$ cat src/rtl/core/md5_pkg.sv
// md5_pkg: shared constants, types and tables for the md5 message digest core
// no dependencies
`timescale 1ns / 1ps

package md5_pkg;

  localparam int unsigned BufDepth = 64;
  localparam int unsigned WordW    = 32;

  localparam logic [31:0] InitA = 32'h67452301;
  localparam logic [31:0] InitB = 32'hefcdab89;
  localparam logic [31:0] InitC = 32'h98badcfe;
  localparam logic [31:0] InitD = 32'h10325476;

  localparam logic [7:0] PadByte = 8'h80;

  // byte source selection for the buffer write port
  localparam logic [1:0] SRC_DATA = 2'd0;
  localparam logic [1:0] SRC_PAD  = 2'd1;
  localparam logic [1:0] SRC_ZERO = 2'd2;
  localparam logic [1:0] SRC_LEN  = 2'd3;

  // controller to datapath commands
  typedef struct packed {
    logic       buf_we;      // write one byte into the block buffer
    logic [5:0] buf_waddr;
    logic [1:0] buf_src;
    logic [2:0] len_sel;     // byte of the latched length
    logic       cnt_inc;     // count one message byte
    logic       len_latch;   // freeze bit count for the trailer
    logic       rnd_load;    // copy chain words into working registers
    logic       rnd_step;    // run one compression step
    logic [5:0] rnd_idx;
    logic [3:0] rd_word;     // buffer word read for the next step
    logic       rd_en;
    logic       chain_add;   // fold working registers into chain words
    logic       chain_init;  // reload initial constants and clear count
  } md5_cmd_t;

  // datapath to controller status
  typedef struct packed {
    logic [5:0] fill;        // buffer fill level from bit count
  } md5_sts_t;

  function automatic logic [31:0] round_k(input logic [5:0] i);
    logic [31:0] k;
    begin
      unique case (i)
        6'd0: k = 32'hd76aa478;  6'd1: k = 32'he8c7b756;  6'd2: k = 32'h242070db;
        6'd3: k = 32'hc1bdceee;  6'd4: k = 32'hf57c0faf;  6'd5: k = 32'h4787c62a;
        6'd6: k = 32'ha8304613;  6'd7: k = 32'hfd469501;  6'd8: k = 32'h698098d8;
        6'd9: k = 32'h8b44f7af;  6'd10: k = 32'hffff5bb1; 6'd11: k = 32'h895cd7be;
        6'd12: k = 32'h6b901122; 6'd13: k = 32'hfd987193; 6'd14: k = 32'ha679438e;
        6'd15: k = 32'h49b40821; 6'd16: k = 32'hf61e2562; 6'd17: k = 32'hc040b340;
        6'd18: k = 32'h265e5a51; 6'd19: k = 32'he9b6c7aa; 6'd20: k = 32'hd62f105d;
        6'd21: k = 32'h02441453; 6'd22: k = 32'hd8a1e681; 6'd23: k = 32'he7d3fbc8;
        6'd24: k = 32'h21e1cde6; 6'd25: k = 32'hc33707d6; 6'd26: k = 32'hf4d50d87;
        6'd27: k = 32'h455a14ed; 6'd28: k = 32'ha9e3e905; 6'd29: k = 32'hfcefa3f8;
        6'd30: k = 32'h676f02d9; 6'd31: k = 32'h8d2a4c8a; 6'd32: k = 32'hfffa3942;
        6'd33: k = 32'h8771f681; 6'd34: k = 32'h6d9d6122; 6'd35: k = 32'hfde5380c;
        6'd36: k = 32'ha4beea44; 6'd37: k = 32'h4bdecfa9; 6'd38: k = 32'hf6bb4b60;
        6'd39: k = 32'hbebfbc70; 6'd40: k = 32'h289b7ec6; 6'd41: k = 32'heaa127fa;
        6'd42: k = 32'hd4ef3085; 6'd43: k = 32'h04881d05; 6'd44: k = 32'hd9d4d039;
        6'd45: k = 32'he6db99e5; 6'd46: k = 32'h1fa27cf8; 6'd47: k = 32'hc4ac5665;
        6'd48: k = 32'hf4292244; 6'd49: k = 32'h432aff97; 6'd50: k = 32'hab9423a7;
        6'd51: k = 32'hfc93a039; 6'd52: k = 32'h655b59c3; 6'd53: k = 32'h8f0ccc92;
        6'd54: k = 32'hffeff47d; 6'd55: k = 32'h85845dd1; 6'd56: k = 32'h6fa87e4f;
        6'd57: k = 32'hfe2ce6e0; 6'd58: k = 32'ha3014314; 6'd59: k = 32'h4e0811a1;
        6'd60: k = 32'hf7537e82; 6'd61: k = 32'hbd3af235; 6'd62: k = 32'h2ad7d2bb;
        default: k = 32'heb86d391;
      endcase
      return k;
    end
  endfunction

  function automatic logic [4:0] rot_amt(input logic [5:0] i);
    logic [4:0] s;
    begin
      unique case ({i[5:4], i[1:0]})
        4'd0: s = 5'd7;   4'd1: s = 5'd12;  4'd2: s = 5'd17;  4'd3: s = 5'd22;
        4'd4: s = 5'd5;   4'd5: s = 5'd9;   4'd6: s = 5'd14;  4'd7: s = 5'd20;
        4'd8: s = 5'd4;   4'd9: s = 5'd11;  4'd10: s = 5'd16; 4'd11: s = 5'd23;
        4'd12: s = 5'd6;  4'd13: s = 5'd10; 4'd14: s = 5'd15; default: s = 5'd21;
      endcase
      return s;
    end
  endfunction

  // message word used by step i
  function automatic logic [3:0] msg_idx(input logic [5:0] i);
    logic [3:0] g;
    begin
      unique case (i[5:4])
        2'd0: g = i[3:0];
        2'd1: g = 4'(5 * i[3:0] + 1);
        2'd2: g = 4'(3 * i[3:0] + 5);
        default: g = 4'(7 * i[3:0]);
      endcase
      return g;
    end
  endfunction

endpackage

$ cat src/rtl/core/md5_ram.sv
// md5_ram: generic single write, single read ram with registered read data
// no dependencies
`timescale 1ns / 1ps

module md5_ram #(
  parameter int unsigned Width = 8,
  parameter int unsigned Depth = 16
) (
  input  logic                     clk,
  input  logic                     we,
  input  logic [$clog2(Depth)-1:0] waddr,
  input  logic [Width-1:0]         wdata,
  input  logic                     re,
  input  logic [$clog2(Depth)-1:0] raddr,
  output logic [Width-1:0]         rdata
);

  logic [Width-1:0] mem_r [Depth];

  // write port and registered read port
  always_ff @(posedge clk) begin
    if (we) begin
      mem_r[waddr] <= wdata;
    end
    if (re) begin
      rdata <= mem_r[raddr];
    end
  end

endmodule

$ cat src/rtl/core/md5_datapath.sv
// md5_datapath: block buffer, bit count, chain words and one-step compression round
// depends on md5_pkg and md5_ram
`timescale 1ns / 1ps

module md5_datapath (
  input  logic                clk,
  input  logic                rst_n,
  input  md5_pkg::md5_cmd_t   cmd,
  input  logic [7:0]          in_byte,
  output md5_pkg::md5_sts_t   sts,
  output logic [127:0]        chain
);

  logic [63:0] cnt_r, len_r;
  logic [31:0] h0_r, h1_r, h2_r, h3_r;
  logic [31:0] a_r, b_r, c_r, d_r;
  logic [7:0]  wbyte;
  logic [31:0] word;
  logic [31:0] f, sum, rot;
  logic [4:0]  s;

  // four byte lanes make one little-endian 32-bit word per read
  genvar gl;
  generate
    for (gl = 0; gl < 4; gl++) begin : g_lane
      md5_ram #(.Width(8), .Depth(md5_pkg::BufDepth / 4)) u_lane (
        .clk   (clk),
        .we    (cmd.buf_we && (cmd.buf_waddr[1:0] == 2'(gl))),
        .waddr (cmd.buf_waddr[5:2]),
        .wdata (wbyte),
        .re    (cmd.rd_en),
        .raddr (cmd.rd_word),
        .rdata (word[8*gl +: 8])
      );
    end
  endgenerate

  // byte source for the buffer write
  always_comb begin
    case (cmd.buf_src)
      md5_pkg::SRC_DATA: wbyte = in_byte;
      md5_pkg::SRC_PAD:  wbyte = md5_pkg::PadByte;
      md5_pkg::SRC_ZERO: wbyte = 8'h00;
      default:           wbyte = len_r[8*cmd.len_sel +: 8];
    endcase
  end

  // round function for the current step
  always_comb begin
    case (cmd.rnd_idx[5:4])
      2'd0: f = (b_r & c_r) | (~b_r & d_r);
      2'd1: f = (b_r & d_r) | (c_r & ~d_r);
      2'd2: f = b_r ^ c_r ^ d_r;
      default: f = c_r ^ (b_r | ~d_r);
    endcase
    s   = md5_pkg::rot_amt(cmd.rnd_idx);
    sum = a_r + f + md5_pkg::round_k(cmd.rnd_idx) + word;
    rot = (sum << s) | (sum >> (6'd32 - {1'b0, s}));
  end

  // bit count and trailer length
  always_ff @(posedge clk) begin
    if (!rst_n || cmd.chain_init) begin
      cnt_r <= '0;
    end else if (cmd.cnt_inc) begin
      cnt_r <= cnt_r + 64'd8;
    end
    if (cmd.len_latch) begin
      len_r <= cnt_r;
    end
  end

  // chain words
  always_ff @(posedge clk) begin
    if (!rst_n || cmd.chain_init) begin
      h0_r <= md5_pkg::InitA;
      h1_r <= md5_pkg::InitB;
      h2_r <= md5_pkg::InitC;
      h3_r <= md5_pkg::InitD;
    end else if (cmd.chain_add) begin
      h0_r <= h0_r + a_r;
      h1_r <= h1_r + b_r;
      h2_r <= h2_r + c_r;
      h3_r <= h3_r + d_r;
    end
  end

  // working registers
  always_ff @(posedge clk) begin
    if (cmd.rnd_load) begin
      a_r <= h0_r;
      b_r <= h1_r;
      c_r <= h2_r;
      d_r <= h3_r;
    end else if (cmd.rnd_step) begin
      a_r <= d_r;
      b_r <= b_r + rot;
      c_r <= b_r;
      d_r <= c_r;
    end
  end

  assign sts.fill = cnt_r[8:3];
  assign chain    = {h3_r, h2_r, h1_r, h0_r};

endmodule

$ cat src/rtl/core/md5_ctrl.sv
// md5_ctrl: sequencer for byte loads, padding, 64-step compression and digest output
// depends on md5_pkg
`timescale 1ns / 1ps

module md5_ctrl (
  input  logic              clk,
  input  logic              rst_n,
  input  logic              in_fire,
  input  logic              has_byte,
  input  logic              is_last,
  input  logic              out_tready,
  input  md5_pkg::md5_sts_t sts,
  output md5_pkg::md5_cmd_t cmd,
  output logic              in_tready,
  output logic              out_tvalid,
  output logic [1:0]        out_idx
);

  localparam logic [2:0] ST_IDLE = 3'd0;
  localparam logic [2:0] ST_PRE  = 3'd1;  // first buffer read in flight
  localparam logic [2:0] ST_RND  = 3'd2;
  localparam logic [2:0] ST_ADD  = 3'd3;
  localparam logic [2:0] ST_PAD  = 3'd4;
  localparam logic [2:0] ST_OUT  = 3'd5;

  logic [2:0] state_r, state_nxt;
  logic [5:0] step_r, step_nxt;
  logic [5:0] pos_r, pos_nxt;     // padding write position
  logic       fin_r, fin_nxt;     // block belongs to the padding
  logic       lenb_r, lenb_nxt;   // trailer placed in this block
  logic       mark_r, mark_nxt;   // 0x80 pad byte already placed
  logic [1:0] oidx_r, oidx_nxt;
  logic [5:0] nstep;

  assign nstep = step_r + 6'd1;

  always_comb begin
    state_nxt = state_r;
    step_nxt  = step_r;
    pos_nxt   = pos_r;
    fin_nxt   = fin_r;
    lenb_nxt  = lenb_r;
    mark_nxt  = mark_r;
    oidx_nxt  = oidx_r;
    cmd       = '0;
    cmd.rd_word = md5_pkg::msg_idx(step_r);
    cmd.rnd_idx = step_r;
    unique case (state_r)
      ST_IDLE: begin
        if (in_fire) begin
          cmd.buf_waddr = sts.fill;
          cmd.buf_src   = md5_pkg::SRC_DATA;
          cmd.buf_we    = has_byte;
          cmd.cnt_inc   = has_byte;
          pos_nxt       = has_byte ? sts.fill + 6'd1 : sts.fill;
          fin_nxt       = is_last;
          lenb_nxt      = 1'b0;
          mark_nxt      = 1'b0;
          if (is_last) begin
            state_nxt = ST_PAD;
            pos_nxt   = pos_nxt;
          end
          if (has_byte && sts.fill == 6'd63) begin
            step_nxt  = '0;
            state_nxt = ST_PRE;
          end
        end
      end
      ST_PAD: begin
        // first pad byte 0x80, then zeros, then the eight length bytes
        if (pos_r == 6'd0 && fin_r && !lenb_r && step_r == 6'd63) begin
          cmd.buf_src = md5_pkg::SRC_ZERO;
        end
        cmd.buf_we    = 1'b1;
        cmd.buf_waddr = pos_r;
        if (step_r != 6'd63) begin
          cmd.len_latch = 1'b1;
          cmd.buf_src   = md5_pkg::SRC_PAD;
          step_nxt      = 6'd63;
          mark_nxt      = 1'b1;
        end else if (pos_r >= 6'd56 && lenb_r) begin
          cmd.buf_src = md5_pkg::SRC_LEN;
          cmd.len_sel = 3'(pos_r - 6'd56);
        end else begin
          cmd.buf_src = md5_pkg::SRC_ZERO;
        end
        pos_nxt = pos_r + 6'd1;
        if (pos_r == 6'd55 && step_r != 6'd63) begin
          lenb_nxt = 1'b1;
        end else if (pos_r == 6'd55) begin
          lenb_nxt = 1'b1;
        end
        if (pos_r == 6'd63) begin
          step_nxt  = '0;
          state_nxt = ST_PRE;
        end
      end
      ST_PRE: begin
        cmd.rd_en    = 1'b1;
        cmd.rnd_load = 1'b1;
        state_nxt    = ST_RND;
      end
      ST_RND: begin
        cmd.rnd_step = 1'b1;
        cmd.rd_en    = 1'b1;
        cmd.rd_word  = md5_pkg::msg_idx(nstep);
        step_nxt     = nstep;
        if (step_r == 6'd63) begin
          state_nxt = ST_ADD;
        end
      end
      ST_ADD: begin
        cmd.chain_add = 1'b1;
        step_nxt      = '0;
        if (!fin_r) begin
          state_nxt = ST_IDLE;
        end else if (lenb_r) begin
          oidx_nxt  = '0;
          state_nxt = ST_OUT;
        end else begin
          // last byte filled the block: the 0x80 is still due; else only the length
          if (mark_r) begin
            step_nxt = 6'd63;
          end
          state_nxt = ST_PAD;
        end
      end
      ST_OUT: begin
        if (out_tready) begin
          oidx_nxt = oidx_r + 2'd1;
          if (oidx_r == 2'd3) begin
            cmd.chain_init = 1'b1;
            state_nxt      = ST_IDLE;
          end
        end
      end
      default: state_nxt = ST_IDLE;
    endcase
  end

  always_ff @(posedge clk) begin
    if (!rst_n) begin
      state_r <= ST_IDLE;
      step_r  <= '0;
      pos_r   <= '0;
      fin_r   <= 1'b0;
      lenb_r  <= 1'b0;
      mark_r  <= 1'b0;
      oidx_r  <= '0;
    end else begin
      state_r <= state_nxt;
      step_r  <= step_nxt;
      pos_r   <= pos_nxt;
      fin_r   <= fin_nxt;
      lenb_r  <= lenb_nxt;
      mark_r  <= mark_nxt;
      oidx_r  <= oidx_nxt;
    end
  end

  assign in_tready  = (state_r == ST_IDLE);
  assign out_tvalid = (state_r == ST_OUT);
  assign out_idx    = oidx_r;

endmodule

$ cat src/rtl/core/md5_message_digest.sv
// md5_message_digest: top level of the md5 digest core
// depends on md5_pkg, md5_ctrl and md5_datapath
`timescale 1ns / 1ps
//
// Usage
//   in_* takes one item per transfer: a message byte (when has_byte is set)
//   and an end-of-message flag on in_tlast. A message may be empty.
//   out_* gives the four digest words h0..h3 after the last item, low byte
//   of each word first as a byte string; out_tlast marks h3.
// Timing
//   a byte that does not fill the buffer is written and input stays open;
//   the 64th byte of a block starts a compression (one buffer read, 64 steps
//   of the single round unit, one chain add) during which no input is taken.
//   The last item adds 9 to 72 padding writes and one or two compressions,
//   then the four words go out one per cycle while out_tready is high.
// Reset
//   rst_n reloads the initial chain words and clears the bit count.
// Stall
//   while out_tready is low the current digest word holds; no input is taken
//   until all four words have been transferred.
//

module md5_message_digest (
  input  logic        clk,
  input  logic        rst_n,
  input  logic        in_tvalid,
  output logic        in_tready,
  input  logic [7:0]  in_tdata,   // data_byte
  input  logic        in_tuser,   // has_byte
  input  logic        in_tlast,   // is_last
  output logic        out_tvalid,
  input  logic        out_tready,
  output logic [39:0] out_tdata,  // digest_word, word_index, zero fill
  output logic        out_tlast   // last_word
);

  md5_pkg::md5_cmd_t cmd;
  md5_pkg::md5_sts_t sts;
  logic [127:0]      chain;
  logic [1:0]        idx;
  logic              in_fire;

  assign in_fire = in_tvalid && in_tready;

  md5_ctrl u_ctrl (
    .clk        (clk),
    .rst_n      (rst_n),
    .in_fire    (in_fire),
    .has_byte   (in_tuser),
    .is_last    (in_tlast),
    .out_tready (out_tready),
    .sts        (sts),
    .cmd        (cmd),
    .in_tready  (in_tready),
    .out_tvalid (out_tvalid),
    .out_idx    (idx)
  );

  md5_datapath u_dp (
    .clk     (clk),
    .rst_n   (rst_n),
    .cmd     (cmd),
    .in_byte (in_tdata),
    .sts     (sts),
    .chain   (chain)
  );

  // digest word selection
  assign out_tdata = {6'd0, idx, chain[32*idx +: 32]};
  assign out_tlast = (idx == 2'd3);

`ifndef SYNTHESIS
  // no input while a digest is being delivered
  a_no_in_during_out: assert property (@(posedge clk) disable iff (!rst_n)
    out_tvalid |-> !in_tready) else $error("input open during digest");
  // stalled digest word holds its index
  a_hold_idx: assert property (@(posedge clk) disable iff (!rst_n)
    out_tvalid && !out_tready |=> out_tvalid && $stable(idx)) else $error("index moved");
  // a final word ends the output burst
  a_end_burst: assert property (@(posedge clk) disable iff (!rst_n)
    out_tvalid && out_tready && out_tlast |=> !out_tvalid) else $error("extra word");
`endif

endmodule
$ cat config.mk
export PLATFORM = sky130hd
export DESIGN_NAME = md5_message_digest
export DESIGN_NICKNAME = d
export VERILOG_FILES = /design/src/rtl/core/md5_pkg.sv /design/src/rtl/core/md5_ram.sv /design/src/rtl/core/md5_datapath.sv /design/src/rtl/core/md5_ctrl.sv /design/src/rtl/core/md5_message_digest.sv
export SDC_FILE = /design/constraint.sdc
export NUM_CORES = 2
export LEC_CHECK = 0
export BUFFER_PORTS_ARGS = -buffer_cell sky130_fd_sc_hd__buf_2
export CAP_MARGIN = 5
export CORE_MARGIN = 2
export CORE_UTILIZATION = 49
export DETAILED_ROUTE_END_ITERATION = 16
export GPL_ROUTABILITY_DRIVEN = 0
export HOLD_SLACK_MARGIN = 0.03
export PLACE_DENSITY = 0.65
export RECOVER_POWER = 25
export SLEW_MARGIN = 20
export SYNTH_ARGS = -nofsm -noshare
export SYNTH_HDL_FRONTEND = slang
export SYNTH_HIERARCHICAL = 1
export SYNTH_SLANG_ARGS = --single-unit
$ cat constraint.sdc
create_clock -name clk -period 8.5 [get_ports clk]
set_input_delay 0.425 -clock clk [delete_from_list [all_inputs] [get_ports clk]]
set_output_delay 0.425 -clock clk [all_outputs]
set_load 0.05 [all_outputs]
======== Yosys cells after proc, flatten, opt, wreduce, memory -nomap -nowiden ========
Memory sizes are Yosys's and may differ from the RTL's. A register that Yosys moved wholly into a read port is not among the register bits.
Cells that the tools add are included.
word-level totals
  flip-flop bits (word level) ............. 404
  bits in writable memories ............... 512
  ROM bits ................................ 2128
  output and inout bits ................... 43
  logic and storage cells ................. 199
  memories kept ........................... 6
cells by class
  add/sub/neg operators ................... 19
  multipliers ............................. 6
  order comparisons ....................... 1
  equality and inequality tests ........... 32
  shifts and indexed selects .............. 4
  multiplexer cells ....................... 74
  bitwise logic cells ..................... 13
  reductions and logical operators ........ 27
memories
  name                         depth  width  rd ports  clocked after Yosys merged registers in  write ports  RTL line       text
  (no name shown)              64     32     1         1                                        0            md5_pkg.sv:48  unique case (i)
  u_dp.g_lane[0].u_lane.mem_r  16     8      1         1                                        1            md5_ram.sv:18  logic [Width-1:0] mem_r [Depth];
  u_dp.g_lane[1].u_lane.mem_r  16     8      1         1                                        1            md5_ram.sv:18
  u_dp.g_lane[2].u_lane.mem_r  16     8      1         1                                        1            md5_ram.sv:18
  u_dp.g_lane[3].u_lane.mem_r  16     8      1         1                                        1            md5_ram.sv:18
  (no name shown)              16     5      1         1                                        0            md5_pkg.sv:79  unique case ({i[5:4], i[1:0]})
operators by type and width
  operator                                         number
  adder 32 bit                                     8
  two-way mux 32 bit                               8
  bitwise AND 32 bit                               4
  OR 32 bit                                        4
  indexed part select 128 x 8 -> 32 bit            1
  one-hot mux 32 bit (3 select lines)              1
  bitwise XOR 32 bit                               3
  two-way mux 6 bit                                11
  adder 64 x 4 -> 64 bit, second input constant    1
  NOT 32 bit                                       2
  indexed part select 64 x 7 -> 8 bit              1
  two-way mux 3 bit                                11
  left shift 32 x 5 -> 32 bit                      1
  right shift 32 x 6 -> 32 bit                     1
  two-way mux 1 bit                                25
  == test 6 bit, second input constant             4
  one-hot mux 4 bit (3 select lines)               2
  one-hot mux 6 bit (4 select lines)               1
  one-hot mux 8 bit (3 select lines)               1
  adder 6 x 1 -> 6 bit, second input constant      3
  != test 2 x 1 -> 1 bit, second input constant    9
  one-hot mux 3 bit (6 select lines)               1
  one-hot mux 9 bit (2 select lines)               1
  multiplier 3 x 4 -> 4 bit, first input constant  4
  other kinds (32)                                 68

======== Depth between registers and ports, before layout ========
  depth in word-level cells ............... 12
  gate-level depth with buffers ........... 41

======== Modules after synthesis ========
The synthesis kept the hierarchy.
modules (own cells, without submodules)
  module              times used  cells an instance  area each (sq um)
  md5_datapath        1           4020               33858.7
  md5_ram             4           229                5227.5
  md5_ctrl            1           279                2079.5
  md5_message_digest  1           49                 883.3

======== Least setup slack after synthesis ========
Ideal clock, no wire load.
  kind .................................... flip-flop to flip-flop
  start point ............................. register, netlist name u_ctrl/step_r[2]
  end point ............................... register u_dp.b_r[31], data pin
  setup time .............................. 0.257 ns
  arrival time ............................ 8.749 ns
  slack ................................... -0.506 ns
  stages on the path, launching flop included .. 37
  period minus slack after synthesis ...... 9.006 ns
  cells stage by stage .................... dfxtp_1 > clkbuf_1 > clkinv_1 > clkbuf_1 > buf_1 > fa_1 > nor2b_1 > a211oi_1 > a2111oi_0 > fa_1 > inv_1 > ha_1 > buf_4 > a211oi_1 > o21bai_1 > a21o_1 > a21oi_4 > a31oi_4 > xnor2_1 > inv_1 > mux4_2 > a21boi_2 > o22ai_1 > a211o_1 > ha_1 > o21a_1 > a2111oi_0 > o21ai_0 > o21a_1 > o211ai_1 > nand3_1 > a41oi_1 > nor2b_1 > o21ai_0 > nand2b_1 > xnor3_1 > o21ai_1
RTL lines
  what                    RTL line            text
  end signal: assignment  md5_datapath.sv:92  b_r <= h1_r;
  end signal: assignment  md5_datapath.sv:97  b_r <= b_r + rot;
  end: declaration        md5_datapath.sv:16  logic [31:0] a_r, b_r, c_r, d_r;

==> flow_metrics.env <==
export IMPL_outcome="finished, violations left"
export IMPL_violations="capacitance limit, slew limit"
export IMPL_initial_core_util_pct=49.55
export IMPL_synthAdderAreaFrac_pct=7.711
export IMPL_finalCritPeriodShare_pct=98.72
export IMPL_core_area_sq_um=116500
export IMPL_layout_common_cells="733 x edfxtp_1, 486 x nor2_1, 455 x nand2_1"
export IMPL_cp_arrival_ns=8.78
export IMPL_fmax_ghz=0.1192
export IMPL_synth_top_family_by_area="compound AO/OA/AOI/OAI gates"
export IMPL_slowest_stage="mux4_2"
export IMPL_final_nets=5914
export IMPL_max_stage_delay_ns=0.55
export IMPL_rows=125
export IMPL_synth_compound_area_share_pct=14.54
export IMPL_drive_above_1_share_pct=18.79
export IMPL_synth_cell_types=115
export IMPL_portBuffers=50
export IMPL_route_antenna_remaining_nets=0
export IMPL_clockBufferDepth=3
export IMPL_crit_fanout=5
export IMPL_rsz0062_at_grt="yes"
export IMPL_synth_seq_cells=942
export IMPL_worst_r2r_cell_count=37
export IMPL_path_clk_slew_ns=0.07
export IMPL_r2r_slack_ns=0.11
export IMPL_worst_pin_slew_ns=4.488
export IMPL_drv_slew=405
export IMPL_place_ws_ns=-0.2340
export IMPL_drt_iter0_drc=5273
export IMPL_cts_root_buffer="clkbuf_16"
export IMPL_grt_pass1_vias=42570
export IMPL_mostFrequentLayoutCell="edfxtp_1"
export IMPL_diodes=0
export IMPL_ios=57
export IMPL_crit_end="u_dp/b_r[28]"
export IMPL_wl_mm=174.3
export IMPL_fin_skew_ns=0.06824
export IMPL_gr_total_overflow=0
export IMPL_final_hold_violation_count=0
export IMPL_fin_ws_ns=0.1085
export IMPL_r2r_start="u_ctrl/step_r[0]"
export IMPL_yosysWarnings=6
export IMPL_startpoint_type="register"
export IMPL_finalCriticalPeriod_ns=8.392
export IMPL_synth_xor_area_share_pct=4.313
export IMPL_die_y_um=347.3
export IMPL_required_ns=8.89
export IMPL_dieArea_sq_um=120600
export IMPL_dp_cells=6995
export IMPL_cts_sinks=942
export IMPL_grt_pass1_wl_mm=261.8
export IMPL_hp_class="input pin to register"
export IMPL_cts_max_level=3
export IMPL_clk_latency_ns=0.73
export IMPL_max_slew_margin_pct=-199.2
export IMPL_setup_viol=0
export IMPL_synth_flop_cell="edfxtp_1"
export IMPL_fin_util_pct=56.59
export IMPL_num_vias=44880
export IMPL_wl_per_cell_um=24.23
export IMPL_syn_area_sq_um=57730
export IMPL_cts_tree="done"
export IMPL_synth_simple_area_share_pct=12.05
export IMPL_synth_mux_area_share_pct=12.12
export IMPL_critPathLaunch="u_ctrl/step_r[0]"
export IMPL_synthCells=5264
export IMPL_vias_per_cell=6.241
export IMPL_final_setup_tns_ns=0
export IMPL_synth_async_reset_ratio_pct=0
export IMPL_place_hpwl_mm=122.5
export IMPL_layout_cells_non_filler=7191
export IMPL_endpoint_kind="register"
export IMPL_r2r_end="u_dp/b_r[28]"
export IMPL_drv_cap=8
export IMPL_cts_buffers=98
export IMPL_criticalPathCategory="register to register"
export IMPL_synth_seq_area_share_pct=45.37
export IMPL_drc_errors=0
export IMPL_synth_edf_count=733
export IMPL_die_w_um=347.3
export IMPL_antenna_found_initial=4
export IMPL_avgSynthCellArea_sq_um=10.97
export IMPL_syn_to_final_growth_pct=14.22
export IMPL_dr_pass1_iters=8
export IMPL_grt_max_degree=162
export IMPL_grt_use_total_pct=28.13
export IMPL_min_from="rst_n"
[worst min path at each step]
stage / depth (start not counted) / end
2_1_floorplan: 0 / u_dp/len_r[63]
3_3_place_gp: 0 / u_dp/len_r[63]
3_5_place_dp: 0 / u_dp/len_r[63]
4_1_cts: 3 / u_ctrl/pos_r[0]
5_1_grt: 3 / u_ctrl/pos_r[0]
6_report: 3 / u_ctrl/pos_r[0]
[synthesized netlist by cell type, drive strengths merged (12+ instances only)]
master         number  share of area [%]
mux4              189                7.8
and2               33               0.36
a21oi             307                2.7
or3                32               0.36
inv               210                1.4
mux2              123                2.4
edfxtp            733                 38
nor2b              36               0.39
nor2              498                3.3
a211oi             71               0.94
nor4               12               0.14
nor3              116                1.0
a22oi              77                1.0
a221oi             18               0.27
dfxtp             209                7.2
a31oi              36               0.42
fa                 73                2.5
nand2             456                3.0
xor2              109                1.7
a21o               87                1.1
a21boi             20               0.27
o221ai             17               0.26
or2                45               0.49
o21bai             21               0.28
o21ai             357                3.1
nand2b             42               0.46
nand3b             17               0.22
xnor2             168                2.6
o31ai              25               0.33
buf               121                1.4
mux2i             113                2.0
and3               40               0.43
clkbuf            138               0.90
o21a               40               0.52
nand4              33               0.36
o22ai              19               0.21
a211o              14               0.21
o211ai             89                1.2
nand3             120                1.0
ha                239                5.2
clkdlybuf4s25      12               0.21
[worst max-delay path, delay by kind of cell, from the launching register on]
| family | cells | cell delay [ns] |
|---|---|---|
| simple gates | 4 | 0.70 |
| compound gates | 18 | 3.39 |
| buf+inv | 7 | 0.86 |
| xor+xnor | 2 | 0.33 |
| mux | 2 | 1.04 |
| fa+ha+maj | 4 | 1.43 |
| flops | 1 | 0.35 |
[area by class of cell]
| class | count | area (sq um) |
|---|---|---|
| clock buffer | 117 | 2594 |
| clock inverter | 62 | 629.4 |
| fill | 9746 | 50580 |
| inverter | 213 | 802.0 |
| multi-input combinational | 3843 | 30050 |
| sequential | 942 | 26210 |
| tap | 1524 | 1907 |
| timing repair buffer | 490 | 3750 |
[cells by family after synthesis]
group	count (synthesis)
fa+ha+maj	312
compound gates	1303
xor+xnor	278
mux	425
simple gates	1519
buf+inv	484
other cells	1
flops	942
[layer usage]
metal	global-route usage, %	routed length [um]	vias up
met3	4.720	14210	445
met2	45.13	81590	2072
met4	11.81	7871	4
met5	0	22	-
met1	37.84	70570	21940
li1	-	-	20420
[what timing repair did]
action,4_1_cts,5_1_grt
gates resized for setup,12,128
hold endpoints to repair,2,0
setup buffers,0,15
hold buffers,2,0
pin swaps,0,45
endpoints found under the setup margin,9,19
gates cloned,0,1
[per-stage QoR]
step / instance area (sq um) / hold WS, ns
detailed placement: 62070 / 0.4478
CTS: 65350 / 0.06078
floorplan: 57760 / 0.4292
finish: 65940 / 0.07995
global route: 65940 / 0.07736
global placement: 62070 / 0.4357
[sequential cells by signal, summed over array words and instances (netlist names), 2 cells and up]
name / count
u_ctrl/state_r: 3
u_dp/d_r: 32
u_dp/g_lane.u_lane/rdata: 32
u_dp/h3_r: 32
u_dp/c_r: 32
u_dp/h0_r: 32
u_dp/b_r: 32
u_dp/h1_r: 32
u_dp/cnt_r: 61
u_ctrl/step_r: 6
u_dp/len_r: 61
u_dp/a_r: 32
u_ctrl/out_idx: 2
u_ctrl/pos_r: 6
u_dp/g_lane.u_lane/mem_r: 512
u_dp/h2_r: 32
Power is left out: the tool's default activity adds up to more than one toggle a clock period on the data nets, which glitch-free logic cannot reach.
